==> config.mk <==
export PLATFORM = sky130hd
export DESIGN_NAME = triangle_max_path_sum_unit_flat
export DESIGN_NICKNAME = d
export VERILOG_FILES = /design/src/sv/tmps_pkg.sv /design/src/sv/tmps_if.sv /design/src/sv/tmps_row_store.sv /design/src/sv/tmps_result_queue.sv /design/src/sv/triangle_max_path_sum_unit.sv /design/src/flat_wrapper.sv
export SDC_FILE = /design/constraint.sdc
export NUM_CORES = 2
export LEC_CHECK = 0
export ABC_AREA = 0
export BUFFER_PORTS_ARGS = -buffer_cell sky130_fd_sc_hd__clkbuf_2
export CORE_MARGIN = 5
export CORE_UTILIZATION = 31
export CTS_BUF_LIST = sky130_fd_sc_hd__clkbuf_8
export DETAILED_ROUTE_END_ITERATION = 8
export MAX_ROUTING_LAYER = met4
export PLACE_DENSITY = 0.43
export SLEW_MARGIN = 15
export SYNTH_ARGS = -nofsm -noshare
export SYNTH_HDL_FRONTEND = slang
export SYNTH_SLANG_ARGS = --single-unit
==> constraint.sdc <==
create_clock -name clock -period 28.2 [get_ports clock]
set_clock_uncertainty 0.2 [all_clocks]
set_input_delay 2.82 -clock clock [delete_from_list [all_inputs] [get_ports clock]]
set_output_delay 2.82 -clock clock [all_outputs]
set_load 0.05 [all_outputs]
==> src/sv/tmps_pkg.sv <==
`default_nettype none

package tmps_pkg;

   // Defaults for the top-level parameters.
   localparam int MAX_ROWS_DEFAULT   = 64;
   localparam int VALUE_BITS_DEFAULT = 16;

   // Fixed field widths of the configuration register and the result.
   localparam int ROW_COUNT_BITS = 7;
   localparam int BEST_SUM_BITS  = 22;

   // One result handed from the update stage to the result queue.
   typedef struct packed {
      logic                            valid;
      logic signed [BEST_SUM_BITS-1:0] sum;
   } tmps_push_type;

endpackage

`default_nettype wire

==> src/sv/tmps_if.sv <==
`default_nettype none

// Request channel: one triangle element per beat.
interface tmps_req_if #(
   parameter int VALUE_BITS = tmps_pkg::VALUE_BITS_DEFAULT
) ();
   logic                         valid;
   logic                         ready;
   logic signed [VALUE_BITS-1:0] value;

   modport source (output valid, output value, input ready);
   modport sink (input valid, input value, output ready);
endinterface

// Response channel: one maximum path sum per beat.
interface tmps_rsp_if ();
   logic                                      valid;
   logic                                      ready;
   logic signed [tmps_pkg::BEST_SUM_BITS-1:0] best_sum;

   modport source (output valid, output best_sum, input ready);
   modport sink (input valid, input best_sum, output ready);
endinterface

`default_nettype wire

==> src/sv/tmps_row_store.sv <==
`default_nettype none

// Single-port-write, single-port-read row store with a registered read.
module tmps_row_store #(
   parameter int DEPTH = tmps_pkg::MAX_ROWS_DEFAULT,
   parameter int WIDTH = 23
) (
   input  wire logic                                      clock,
   input  wire logic                                      wr_en,
   input  wire logic [((DEPTH > 1) ? $clog2(DEPTH) : 1)-1:0] wr_addr,
   input  wire logic [WIDTH-1:0]                          wr_data,
   input  wire logic                                      rd_en,
   input  wire logic [((DEPTH > 1) ? $clog2(DEPTH) : 1)-1:0] rd_addr,
   output logic      [WIDTH-1:0]                          rd_data
);

   logic [WIDTH-1:0] mem_ff [DEPTH];

   // Write port.
   always_ff @(posedge clock) begin
      if (wr_en) begin
         mem_ff[wr_addr] <= wr_data;
      end
   end

   // Read port, registered.
   always_ff @(posedge clock) begin
      if (rd_en) begin
         rd_data <= mem_ff[rd_addr];
      end
   end

endmodule

`default_nettype wire

==> src/sv/tmps_result_queue.sv <==
`default_nettype none

// Two-entry result queue between the update stage and the response channel.
module tmps_result_queue (
   input  wire logic                                      clock,
   input  wire logic                                      reset,
   input  wire tmps_pkg::tmps_push_type                   push,
   input  wire logic                                      out_ready,
   output logic                                           out_valid,
   output logic signed [tmps_pkg::BEST_SUM_BITS-1:0]      out_data,
   output logic [1:0]                                     count
);

   logic signed [tmps_pkg::BEST_SUM_BITS-1:0] slot_ff [2];
   logic       wr_ptr_ff;
   logic       wr_ptr_in;
   logic       rd_ptr_ff;
   logic       rd_ptr_in;
   logic [1:0] count_ff;
   logic [1:0] count_in;
   logic       pop;

   assign out_valid = (count_ff != 2'd0);
   assign out_data  = slot_ff[rd_ptr_ff];
   assign count     = count_ff;
   assign pop       = out_valid && out_ready;

   // Pointer and fill count update.
   always_comb begin
      wr_ptr_in = wr_ptr_ff;
      rd_ptr_in = rd_ptr_ff;
      count_in  = count_ff;
      if (push.valid) begin
         wr_ptr_in = ~wr_ptr_ff;
      end
      if (pop) begin
         rd_ptr_in = ~rd_ptr_ff;
      end
      case ({push.valid, pop})
         2'b10:   count_in = count_ff + 2'd1;
         2'b01:   count_in = count_ff - 2'd1;
         default: count_in = count_ff;
      endcase
   end

   always_ff @(posedge clock) begin
      if (reset) begin
         wr_ptr_ff <= 1'b0;
         rd_ptr_ff <= 1'b0;
         count_ff  <= 2'd0;
      end else begin
         wr_ptr_ff <= wr_ptr_in;
         rd_ptr_ff <= rd_ptr_in;
         count_ff  <= count_in;
      end
   end

   // Slot storage needs no reset.
   always_ff @(posedge clock) begin
      if (push.valid) begin
         slot_ff[wr_ptr_ff] <= push.sum;
      end
   end

endmodule

`default_nettype wire

==> src/sv/triangle_max_path_sum_unit.sv <==
`default_nettype none

// Triangle maximum path sum. Elements arrive one beat per cycle on req_bus in row-major order,
// apex first; csr_wdata sets the row count (0 acts as 1, values above MAX_ROWS act as MAX_ROWS)
// and a write restarts the problem. The unit keeps one row of best partial sums in a memory
// with a registered read, updates each entry as the new element plus its better parent, and
// forwards a result written in the same cycle the next row reads it. It sustains one element
// per cycle; the beat that completes a triangle is held off only while two results, counting
// one still in the update stage, are waiting and none leaves the response queue in that cycle.
// The last element's result passes the update stage and the result queue to reach rsp_bus.
module triangle_max_path_sum_unit #(
   parameter int MAX_ROWS   = tmps_pkg::MAX_ROWS_DEFAULT,
   parameter int VALUE_BITS = tmps_pkg::VALUE_BITS_DEFAULT
) (
   input  wire logic                                clock,
   input  wire logic                                reset,
   tmps_req_if.sink                                 req_bus,
   tmps_rsp_if.source                               rsp_bus,
   input  wire logic                                csr_we,
   input  wire logic [tmps_pkg::ROW_COUNT_BITS-1:0] csr_wdata
);

   localparam int IDX_W    = (MAX_ROWS > 1) ? $clog2(MAX_ROWS) : 1;
   localparam int NEED_W   = VALUE_BITS + $clog2(MAX_ROWS) + 1;
   localparam int SUM_W    = (NEED_W > tmps_pkg::BEST_SUM_BITS) ? NEED_W
                                                                : tmps_pkg::BEST_SUM_BITS;
   localparam int FLOOR_HI = SUM_W - tmps_pkg::BEST_SUM_BITS + 1;
   localparam logic signed [SUM_W-1:0] SUM_FLOOR =
      {{FLOOR_HI{1'b1}}, {(tmps_pkg::BEST_SUM_BITS-1){1'b0}}};

   // Position counters and row limit.
   logic [IDX_W-1:0] row_ff, row_in;
   logic [IDX_W-1:0] col_ff, col_in;
   logic [IDX_W-1:0] rows_last_ff, rows_last_in;

   // Update stage.
   logic                    s1_valid_ff;
   logic signed [SUM_W-1:0] s1_value_ff;
   logic [IDX_W-1:0]        s1_col_ff;
   logic                    s1_has_left_ff;
   logic                    s1_has_right_ff;
   logic                    s1_bottom_ff;
   logic                    s1_final_ff;

   // Forwarding of a write that lands on the address being read.
   logic                    fwd_valid_ff, fwd_valid_in;
   logic signed [SUM_W-1:0] fwd_data_ff;

   logic signed [SUM_W-1:0] left_hold_ff;
   logic signed [SUM_W-1:0] run_max_ff, run_max_in;
   logic signed [SUM_W-1:0] run_max_new;

   logic                    req_fire;
   logic                    final_in;
   logic                    rsp_fire;
   logic [2:0]              pending;
   logic [SUM_W-1:0]        mem_rdata;
   logic signed [SUM_W-1:0] old_here;
   logic signed [SUM_W-1:0] best_parent;
   logic signed [SUM_W-1:0] fresh;
   logic [1:0]              q_count;
   logic                    q_valid;
   tmps_pkg::tmps_push_type push;

   // Admission: a completing beat needs a free queue slot when it reaches the queue.
   assign final_in = (row_ff == rows_last_ff) && (col_ff == row_ff);
   assign rsp_fire = q_valid && rsp_bus.ready;
   assign pending  = {1'b0, q_count} + {2'b00, s1_valid_ff & s1_final_ff};
   assign req_bus.ready = !final_in || (pending <= (3'd1 + {2'b00, rsp_fire}));
   assign req_fire = req_bus.valid && req_bus.ready;

   // Row limit from the configuration write.
   always_comb begin
      int rc;
      rc = int'(csr_wdata);
      if (rc < 1) begin
         rows_last_in = '0;
      end else if (rc > MAX_ROWS) begin
         rows_last_in = IDX_W'(MAX_ROWS - 1);
      end else begin
         rows_last_in = IDX_W'(rc - 1);
      end
   end

   // Position of the next element.
   always_comb begin
      row_in = row_ff;
      col_in = col_ff;
      if (csr_we) begin
         row_in = '0;
         col_in = '0;
      end else if (req_fire) begin
         if (col_ff == row_ff) begin
            col_in = '0;
            row_in = (row_ff == rows_last_ff) ? '0 : row_ff + IDX_W'(1);
         end else begin
            col_in = col_ff + IDX_W'(1);
         end
      end
   end

   always_ff @(posedge clock) begin
      if (reset) begin
         row_ff       <= '0;
         col_ff       <= '0;
         rows_last_ff <= '0;
         s1_valid_ff  <= 1'b0;
         fwd_valid_ff <= 1'b0;
         run_max_ff   <= SUM_FLOOR;
      end else begin
         row_ff       <= row_in;
         col_ff       <= col_in;
         if (csr_we) begin
            rows_last_ff <= rows_last_in;
         end
         s1_valid_ff  <= req_fire;
         fwd_valid_ff <= fwd_valid_in;
         run_max_ff   <= run_max_in;
      end
   end

   // Stage payload captured with the beat.
   always_ff @(posedge clock) begin
      if (req_fire) begin
         s1_value_ff     <= SUM_W'(req_bus.value);
         s1_col_ff       <= col_ff;
         s1_has_left_ff  <= (col_ff != '0);
         s1_has_right_ff <= (col_ff != row_ff);
         s1_bottom_ff    <= (row_ff == rows_last_ff);
         s1_final_ff     <= final_in;
         fwd_data_ff     <= fresh;
      end
      if (s1_valid_ff) begin
         left_hold_ff <= old_here;
      end
   end

   assign fwd_valid_in = req_fire && s1_valid_ff && (s1_col_ff == col_ff);

   // Row store of best partial sums.
   tmps_row_store #(
      .DEPTH (MAX_ROWS),
      .WIDTH (SUM_W)
   ) u_row_store (
      .clock   (clock),
      .wr_en   (s1_valid_ff),
      .wr_addr (s1_col_ff),
      .wr_data (fresh),
      .rd_en   (req_fire),
      .rd_addr (col_ff),
      .rd_data (mem_rdata)
   );

   // Max-add of the element against its one or two parents; the apex has none.
   assign old_here = fwd_valid_ff ? fwd_data_ff : signed'(mem_rdata);

   always_comb begin
      if (s1_has_left_ff && s1_has_right_ff) begin
         best_parent = (left_hold_ff > old_here) ? left_hold_ff : old_here;
      end else if (s1_has_left_ff) begin
         best_parent = left_hold_ff;
      end else if (s1_has_right_ff) begin
         best_parent = old_here;
      end else begin
         best_parent = '0;
      end
      fresh = s1_value_ff + best_parent;
   end

   // Running maximum over the bottom row and the result hand-off.
   always_comb begin
      run_max_new = run_max_ff;
      if (s1_valid_ff && s1_bottom_ff && (!s1_has_left_ff || (fresh > run_max_ff))) begin
         run_max_new = fresh;
      end
      push.valid = s1_valid_ff && s1_final_ff;
      push.sum   = run_max_new[tmps_pkg::BEST_SUM_BITS-1:0];
      if (csr_we || push.valid) begin
         run_max_in = SUM_FLOOR;
      end else begin
         run_max_in = run_max_new;
      end
   end

   tmps_result_queue u_result_queue (
      .clock     (clock),
      .reset     (reset),
      .push      (push),
      .out_ready (rsp_bus.ready),
      .out_valid (q_valid),
      .out_data  (rsp_bus.best_sum),
      .count     (q_count)
   );

   assign rsp_bus.valid = q_valid;

endmodule

`default_nettype wire

==> src/flat_wrapper.sv <==
// flat-port wrapper written by rule: the top's interface ports become plain ports
module triangle_max_path_sum_unit_flat 
#(
   parameter int MAX_ROWS   = tmps_pkg::MAX_ROWS_DEFAULT,
   parameter int VALUE_BITS = tmps_pkg::VALUE_BITS_DEFAULT
)
  (clock, reset, csr_we, csr_wdata, req_bus_valid, req_bus_value, req_bus_ready, rsp_bus_valid, rsp_bus_best_sum, rsp_bus_ready);
  tmps_req_if #(.VALUE_BITS(VALUE_BITS)) req_bus_i ();
  tmps_rsp_if rsp_bus_i ();
  input  wire logic clock;
  input  wire logic reset;
  input  wire logic csr_we;
  input  wire logic [tmps_pkg::ROW_COUNT_BITS-1:0] csr_wdata;
  input wire logic [$bits(req_bus_i.valid)-1:0] req_bus_valid;
  input wire logic [$bits(req_bus_i.value)-1:0] req_bus_value;
  output wire logic [$bits(req_bus_i.ready)-1:0] req_bus_ready;
  output wire logic [$bits(rsp_bus_i.valid)-1:0] rsp_bus_valid;
  output wire logic [$bits(rsp_bus_i.best_sum)-1:0] rsp_bus_best_sum;
  input wire logic [$bits(rsp_bus_i.ready)-1:0] rsp_bus_ready;
  assign req_bus_i.valid = req_bus_valid;
  assign req_bus_i.value = req_bus_value;
  assign req_bus_ready = req_bus_i.ready;
  assign rsp_bus_valid = rsp_bus_i.valid;
  assign rsp_bus_best_sum = rsp_bus_i.best_sum;
  assign rsp_bus_i.ready = rsp_bus_ready;
  triangle_max_path_sum_unit #(.MAX_ROWS(MAX_ROWS), .VALUE_BITS(VALUE_BITS)) u_core (.clock(clock), .reset(reset), .req_bus(req_bus_i), .rsp_bus(rsp_bus_i), .csr_we(csr_we), .csr_wdata(csr_wdata));
endmodule
Yosys cells after proc, flatten, opt, wreduce, memory -nomap -nowiden

Memories as Yosys holds them, arrays and structs flattened. A register that Yosys moved wholly into a read port is not among the register bits.
Cells that the tools add are included.

Flip-flop bits (word level): 119
Memory bits (writable): 1,516
Bits of input ports: 28
Output and inout port bits: 24
Word-level logic and storage cells: 79
Memories: 2

Add/sub/neg operators: 8
Order comparisons: 5
Eq/ne operators: 6
Mux-type cells: 17
Bitwise gates (word level): 3
Reductions and logical operators: 20

Memories:

| memory                        | depth | width | read ports | clocked after memory_dff | write ports | line                    | source |
|---|---|---|---|---|---|---|---|
| u_core.u_row_store.mem_ff     | 64    | 23    | 1          | 1                        | 1           | tmps_row_store.sv:17    | `logic [WIDTH-1:0] mem_ff [DEPTH];` |
| u_core.u_result_queue.slot_ff | 2     | 22    | 1          | 1                        | 1           | tmps_result_queue.sv:14 | `logic signed [tmps_pkg::BEST_SUM_BITS-1:0] slot_ff [2];` |

Operator list:

| operator                                                              | count |
|---|---|
| 23-bit two-way mux                                                    | 5 |
| 23-bit > comparator                                                   | 2 |
| 6-bit two-way mux                                                     | 4 |
| 16-bit by 23-bit adder with 23-bit output                             | 1 |
| 22-bit two-way mux                                                    | 1 |
| 6-bit equality test                                                   | 3 |
| 6-bit by 1-bit adder with 6-bit output, second input constant         | 2 |
| 1-bit logical AND                                                     | 9 |
| 7-bit > comparator, second input constant                             | 1 |
| 7-bit by 1-bit < comparator with 1-bit output, second input constant  | 1 |
| 1-bit two-way mux                                                     | 6 |
| 6-bit inequality test                                                 | 1 |
| 6-bit nonzero test                                                    | 1 |
| 6-bit by 1-bit subtractor with 6-bit output, second input constant    | 1 |
| 2-bit case mux with 2 select lines                                    | 1 |
| 2-bit nonzero test                                                    | 2 |
| 2-bit OR reduction                                                    | 2 |
| 2-bit by 1-bit adder with 3-bit output                                | 1 |
| 3-bit less-or-equal comparator                                        | 1 |
| 1-bit logical OR                                                      | 3 |
| 1-bit by 1-bit adder with 2-bit output, first input constant          | 1 |
| 2-bit by 1-bit adder with 2-bit output, second input constant         | 1 |
| 2-bit by 1-bit equality test with 1-bit output, second input constant | 1 |
| 2-bit equality test, second input constant                            | 1 |
| other kinds (5)                                                       | 7 |

Longest topological paths before layout

Word-level depth: 9
Mapped depth: 36
Depth with buffers taken out: 33

Hierarchy

Synthesis repeated with hierarchy kept, for this count alone.

Cell total of the unflattened synthesis: 3,241
Area total of the unflattened synthesis: 65,902.0 um^2

Modules (own cells, without submodules):

| module                     | times used | cells an instance | area each (um^2) | seq. area each (um^2) |
|---|---|---|---|---|
| tmps_row_store             | 1          | 2,446             | 56,950.9         | 44,893.1 |
| triangle_max_path_sum_unit | 1          | 705               | 7,165.6          | 3,022.9 |
| tmps_result_queue          | 1          | 90                | 1,785.5          | 1,421.4 |

Least setup slack after synthesis

Ideal clock, no wire load.

Path type: register to register
Start: register u_core.fwd_valid_ff
End: memory u_core.u_result_queue.slot_ff[0][12] in the netlist's numbering, data pin
Library setup time: 268 ps
Data arrival time: 8,770 ps
Required time: 27,732 ps
Setup slack: 18,962 ps
Stages on the path, launching flop included: 34
Path buffers: 4
Period minus slack after synthesis: 9,238 ps
Cells stage by stage: dfxtp_1 > clkbuf_1 > buf_1 > mux2i_1 > ha_1 > nand4_1 > nor4_1 > o21ai_0 > nand3_1 > o21ai_0 > a21oi_1 > clkbuf_1 > nand2_1 > nand2_1 > ha_1 > inv_1 > fa_1 > nand2b_1 > a21oi_1 > o211ai_1 > a21o_1 > o21bai_1 > a21oi_1 > xnor2_1 > ha_1 > a21oi_1 > nor2b_1 > o21ai_0 > a21oi_1 > a311oi_1 > mux2_2 > o2111ai_4 > buf_12 > mux2_4

RTL lines:

| item                   | line                              | source |
|---|---|---|
| start, declared        | triangle_max_path_sum_unit.sv:46  | `logic fwd_valid_ff, fwd_valid_in;` |
| start signal, assigned | triangle_max_path_sum_unit.sv:117 | `fwd_valid_ff <= fwd_valid_in;` |
| end, declared          | tmps_result_queue.sv:14           |  |

==> results.tsv <==
stage	metric	value	unit
place	io_buffers	51	
logic_synthesis	synthMuxAreaShare	0.175	
logic_synthesis	yosysSeqAreaShare	0.752	
grt	antenna_found_initial	31	
grt	grt_max_degree	116	
timing	hold_viol_final	0	
logic_synthesis	synth_top_family_by_area	multiplexers	
floorplanning	fp.dieW	470	um
critical_path	end_kind	flop	
critical_path	cp.arrival	9.93	ns
logic_synthesis	netlist_area	65600	sq um
power_and_ir_drop	leakage	23.6	nW
power_and_ir_drop	powerDensity	76.7	nW/um^2
logic_synthesis	synth_nets	3112	
timing	tns	0	ns
floorplanning	coreArea	210000	sq um
floorplanning	initial_core_util	0.312	
logic_synthesis	synth_compound_area_frac	0.0146	
timing	relSlewSlack	0.214	
clock_tree	cts.path.max_buffers	4	
floorplanning	ios	52	
run	drv_cap	0	
clock_tree	cts_max_level	5	
clock_tree	ctsRootBufferMaster	clkbuf_8	
place	gp_congestion	0.806	
logic_synthesis	synth_top_area_frac	0.737	
timing	min_period	9.31	ns
cells_and_area	drive_gt1_frac	0.324	
place	dp_hpwl	95.2	mm
floorplanning	die_y	470	um
logic_synthesis	syn_area_per_cell	21.8	sq um
timing	report.final.slew_viol_count	0	
cells_and_area	final_cell_mix	edfxtp_1, mux4_2, clkbuf_8	
timing	worstMarginPinSlew	1.18	ns
cells_and_area	final_nets	3442	
detailed_routing	via_count	31761	
logic_synthesis	synth-main-ff-cell	edfxtp_1	
worst_hold_path	hp-class	flop to flop	
power_and_ir_drop	p_clk_frac	0.354	
detailed_routing	ant_nets	0	
logic_synthesis	synth_edf_count	1611	
critical_path	crit_path_max_fanout	68	
timing	rsz0062_at_grt	no	
logic_synthesis	synth.area.top_cells	edfxtp_1, mux4_2, ha_1	
logic_synthesis	yosys.area_share.simple	0.0221	
place	dp_slack	18.89	ns
outcome	outcome	finished clean	
logic_synthesis	yosysTopAreaCell	edfxtp_1	
critical_path	critical_path_required	28.83	ns
grt	grt_pass1_vias	33978	
logic_synthesis	synth-warning-count	0	
logic_synthesis	synth_seq_cells	1659	
timing	fin_crit_sh	0.330	
critical_path	start_kind	flop	
clock_tree	clk-insertion-delay-late	1.01	ns
cells_and_area	layout_commonest_cell	edfxtp_1	
detailed_routing	route.detailed.drc	0	
grt	grt_usage	0.165	
power_and_ir_drop	intPower	4.26	mW
clock_tree	clock-sinks	1659	
clock_tree	clk_pin_slew_worst_paths	0.06	ns
logic_synthesis	synth_xor_area_frac	0.00748	
power_and_ir_drop	switching_share	0.263	
grt	grt_pass1_wl	252	mm
logic_synthesis	synthCells	3004	
logic_synthesis	synth.distinct_cells	59	
critical_path	cp_slowest_stage_delay	0.86	ns
power_and_ir_drop	seqPwrFrac	0.528	
floorplanning	rows	168	
timing	timing.final.ws_setup	18.89	ns
logic_synthesis	async_flop_share	0	
floorplanning	die-area	221000	sq um
detailed_routing	drt_pre_antenna_iters	7	
grt	grt-ovfl-total	0	
power_and_ir_drop	vdd_ir_drop_max	0.0701	mV
detailed_routing	wirelength	180	mm
clock_tree	cts_made_buffers	304	
clock_tree	cts_hold_buf	0	
clock_tree	cts_resized	0	
logic_synthesis	synth_adder_area_share	0.0155	
clock_tree	cts_setup_buffers	0	
power_and_ir_drop	power.switching	1.52	mW
power_and_ir_drop	p_total	5.79	mW
detailed_routing	avgViaCountPerCell	4.99	
timing	fmax	107	MHz
cells_and_area	area_growth	14.9	%
critical_path	critPathKind	flop to flop	
detailed_routing	initialDrtViolationCount	2750	
power_and_ir_drop	p_comb_frac	0.118	
critical_path	crit_slowest_cell	o2111ai_4	
detailed_routing	wire_per_inst	28.3	um
timing	setup_viol	0	
cells_and_area	utilization	0.359	
clock_tree	cts_tree	yes	
[power groups by stage]
stage	sequential, mW	clock (mW)	combinational [mW]
after global routing	3.06	2.25	0.745
after global placement	3.10	0	0.663
after floorplan	3.11	0	0.357
after CTS	3.05	2.13	0.703
final	3.05	2.05	0.682
after detailed placement	3.10	0	0.701
[cell type report]
type / instances / area, sq um
inverter: 71 / 268
sequential: 1659 / 49400
clock buffer: 316 / 4350
clock inverter: 194 / 951
tap: 2805 / 3510
multi-input combinational: 1137 / 15800
antenna: 17 / 42.5
timing repair buffer: 161 / 1120
fill: 19367 / 135000
[per-layer routing]
metal | wire (um) | track usage | share of wire
met5 | 0 | - | 0
met4 | 5920 | 0.0596 | 0.033
met3 | 11300 | 0.0364 | 0.063
met2 | 86700 | 0.261 | 0.48
met1 | 76000 | 0.212 | 0.42
[final timing paths]
kind,start,to,slack (ns),cells past startpoint
worst max register to register,u_core.fwd_valid_ff,u_core.run_max_ff[5],18.89,33
worst min-delay path,u_core.run_max_ff[22],u_core.run_max_ff[22],0.30,2
worst min register to register,u_core.run_max_ff[22],u_core.run_max_ff[22],0.30,2
worst max-delay path,u_core.fwd_valid_ff,u_core.run_max_ff[5],18.89,33
[worst max-delay path, delay by kind of cell, from the launching register on]
kind                     cells  cell delay (ns)
buffers and inverters        4             1.36
adder cells (fa/ha/maj)      4             1.23
flip-flops                   1             0.30
XOR/XNOR                     1             0.17
multiplexers                 3             1.26
AO/OA/AOI/OAI               11             2.95
AND/OR/NAND/NOR             10             1.60
[through the flow]
stage          instances  hold slack [ns]  instance area (sq um)
2_1_floorplan       3004            0.203                  65600
4_1_cts             6343            0.299                  75400
6_report            6360            0.301                  75400
5_1_grt             6347            0.355                  75400
3_5_place_dp        5833            0.286                  70100
3_3_place_gp        5833            0.280                  70100
[flip-flops by register name, indices dropped and copies added (netlist names), named ones only]
name and cells:
u_core.u_result_queue.wr_ptr_ff 1, u_core.u_row_store.mem_ff 1472, u_core.u_row_store.rd_data 23, u_core.s1_col_ff 6, u_core.u_result_queue.slot_ff 44, u_core.run_max_ff 23, u_core.s1_has_left_ff 1, u_core.fwd_data_ff 23
u_core.s1_bottom_ff 1, u_core.col_ff 6, u_core.s1_final_ff 1, u_core.s1_valid_ff 1, u_core.u_result_queue.rd_ptr_ff 1, u_core.s1_has_right_ff 1, u_core.left_hold_ff 23, u_core.s1_value_ff 16
u_core.row_ff 6, u_core.rows_last_ff 6, u_core.u_result_queue.count 2, u_core.fwd_valid_ff 1
[cell usage after synthesis (33+ instances only)]
cell type  instances
nor2_1           101
mux2_2            33
nand2_1           85
clkbuf_1          69
dfxtp_1           48
inv_1             69
edfxtp_1        1611
o21ai_0           43
buf_2             45
mux4_2           476
ha_1              78
a21oi_1           44
[kinds of logic (layout without fill, tap and decap cells)]
logic type      Yosys count  after routing
flops                  1659           1659
mux                     544            544
simple gates            304            304
buf+inv                 208            742
compound gates          153            153
fa+ha+maj                80             80
xor+xnor                 56             56
other cells               0             17
(Power assumes the default switching activity.)
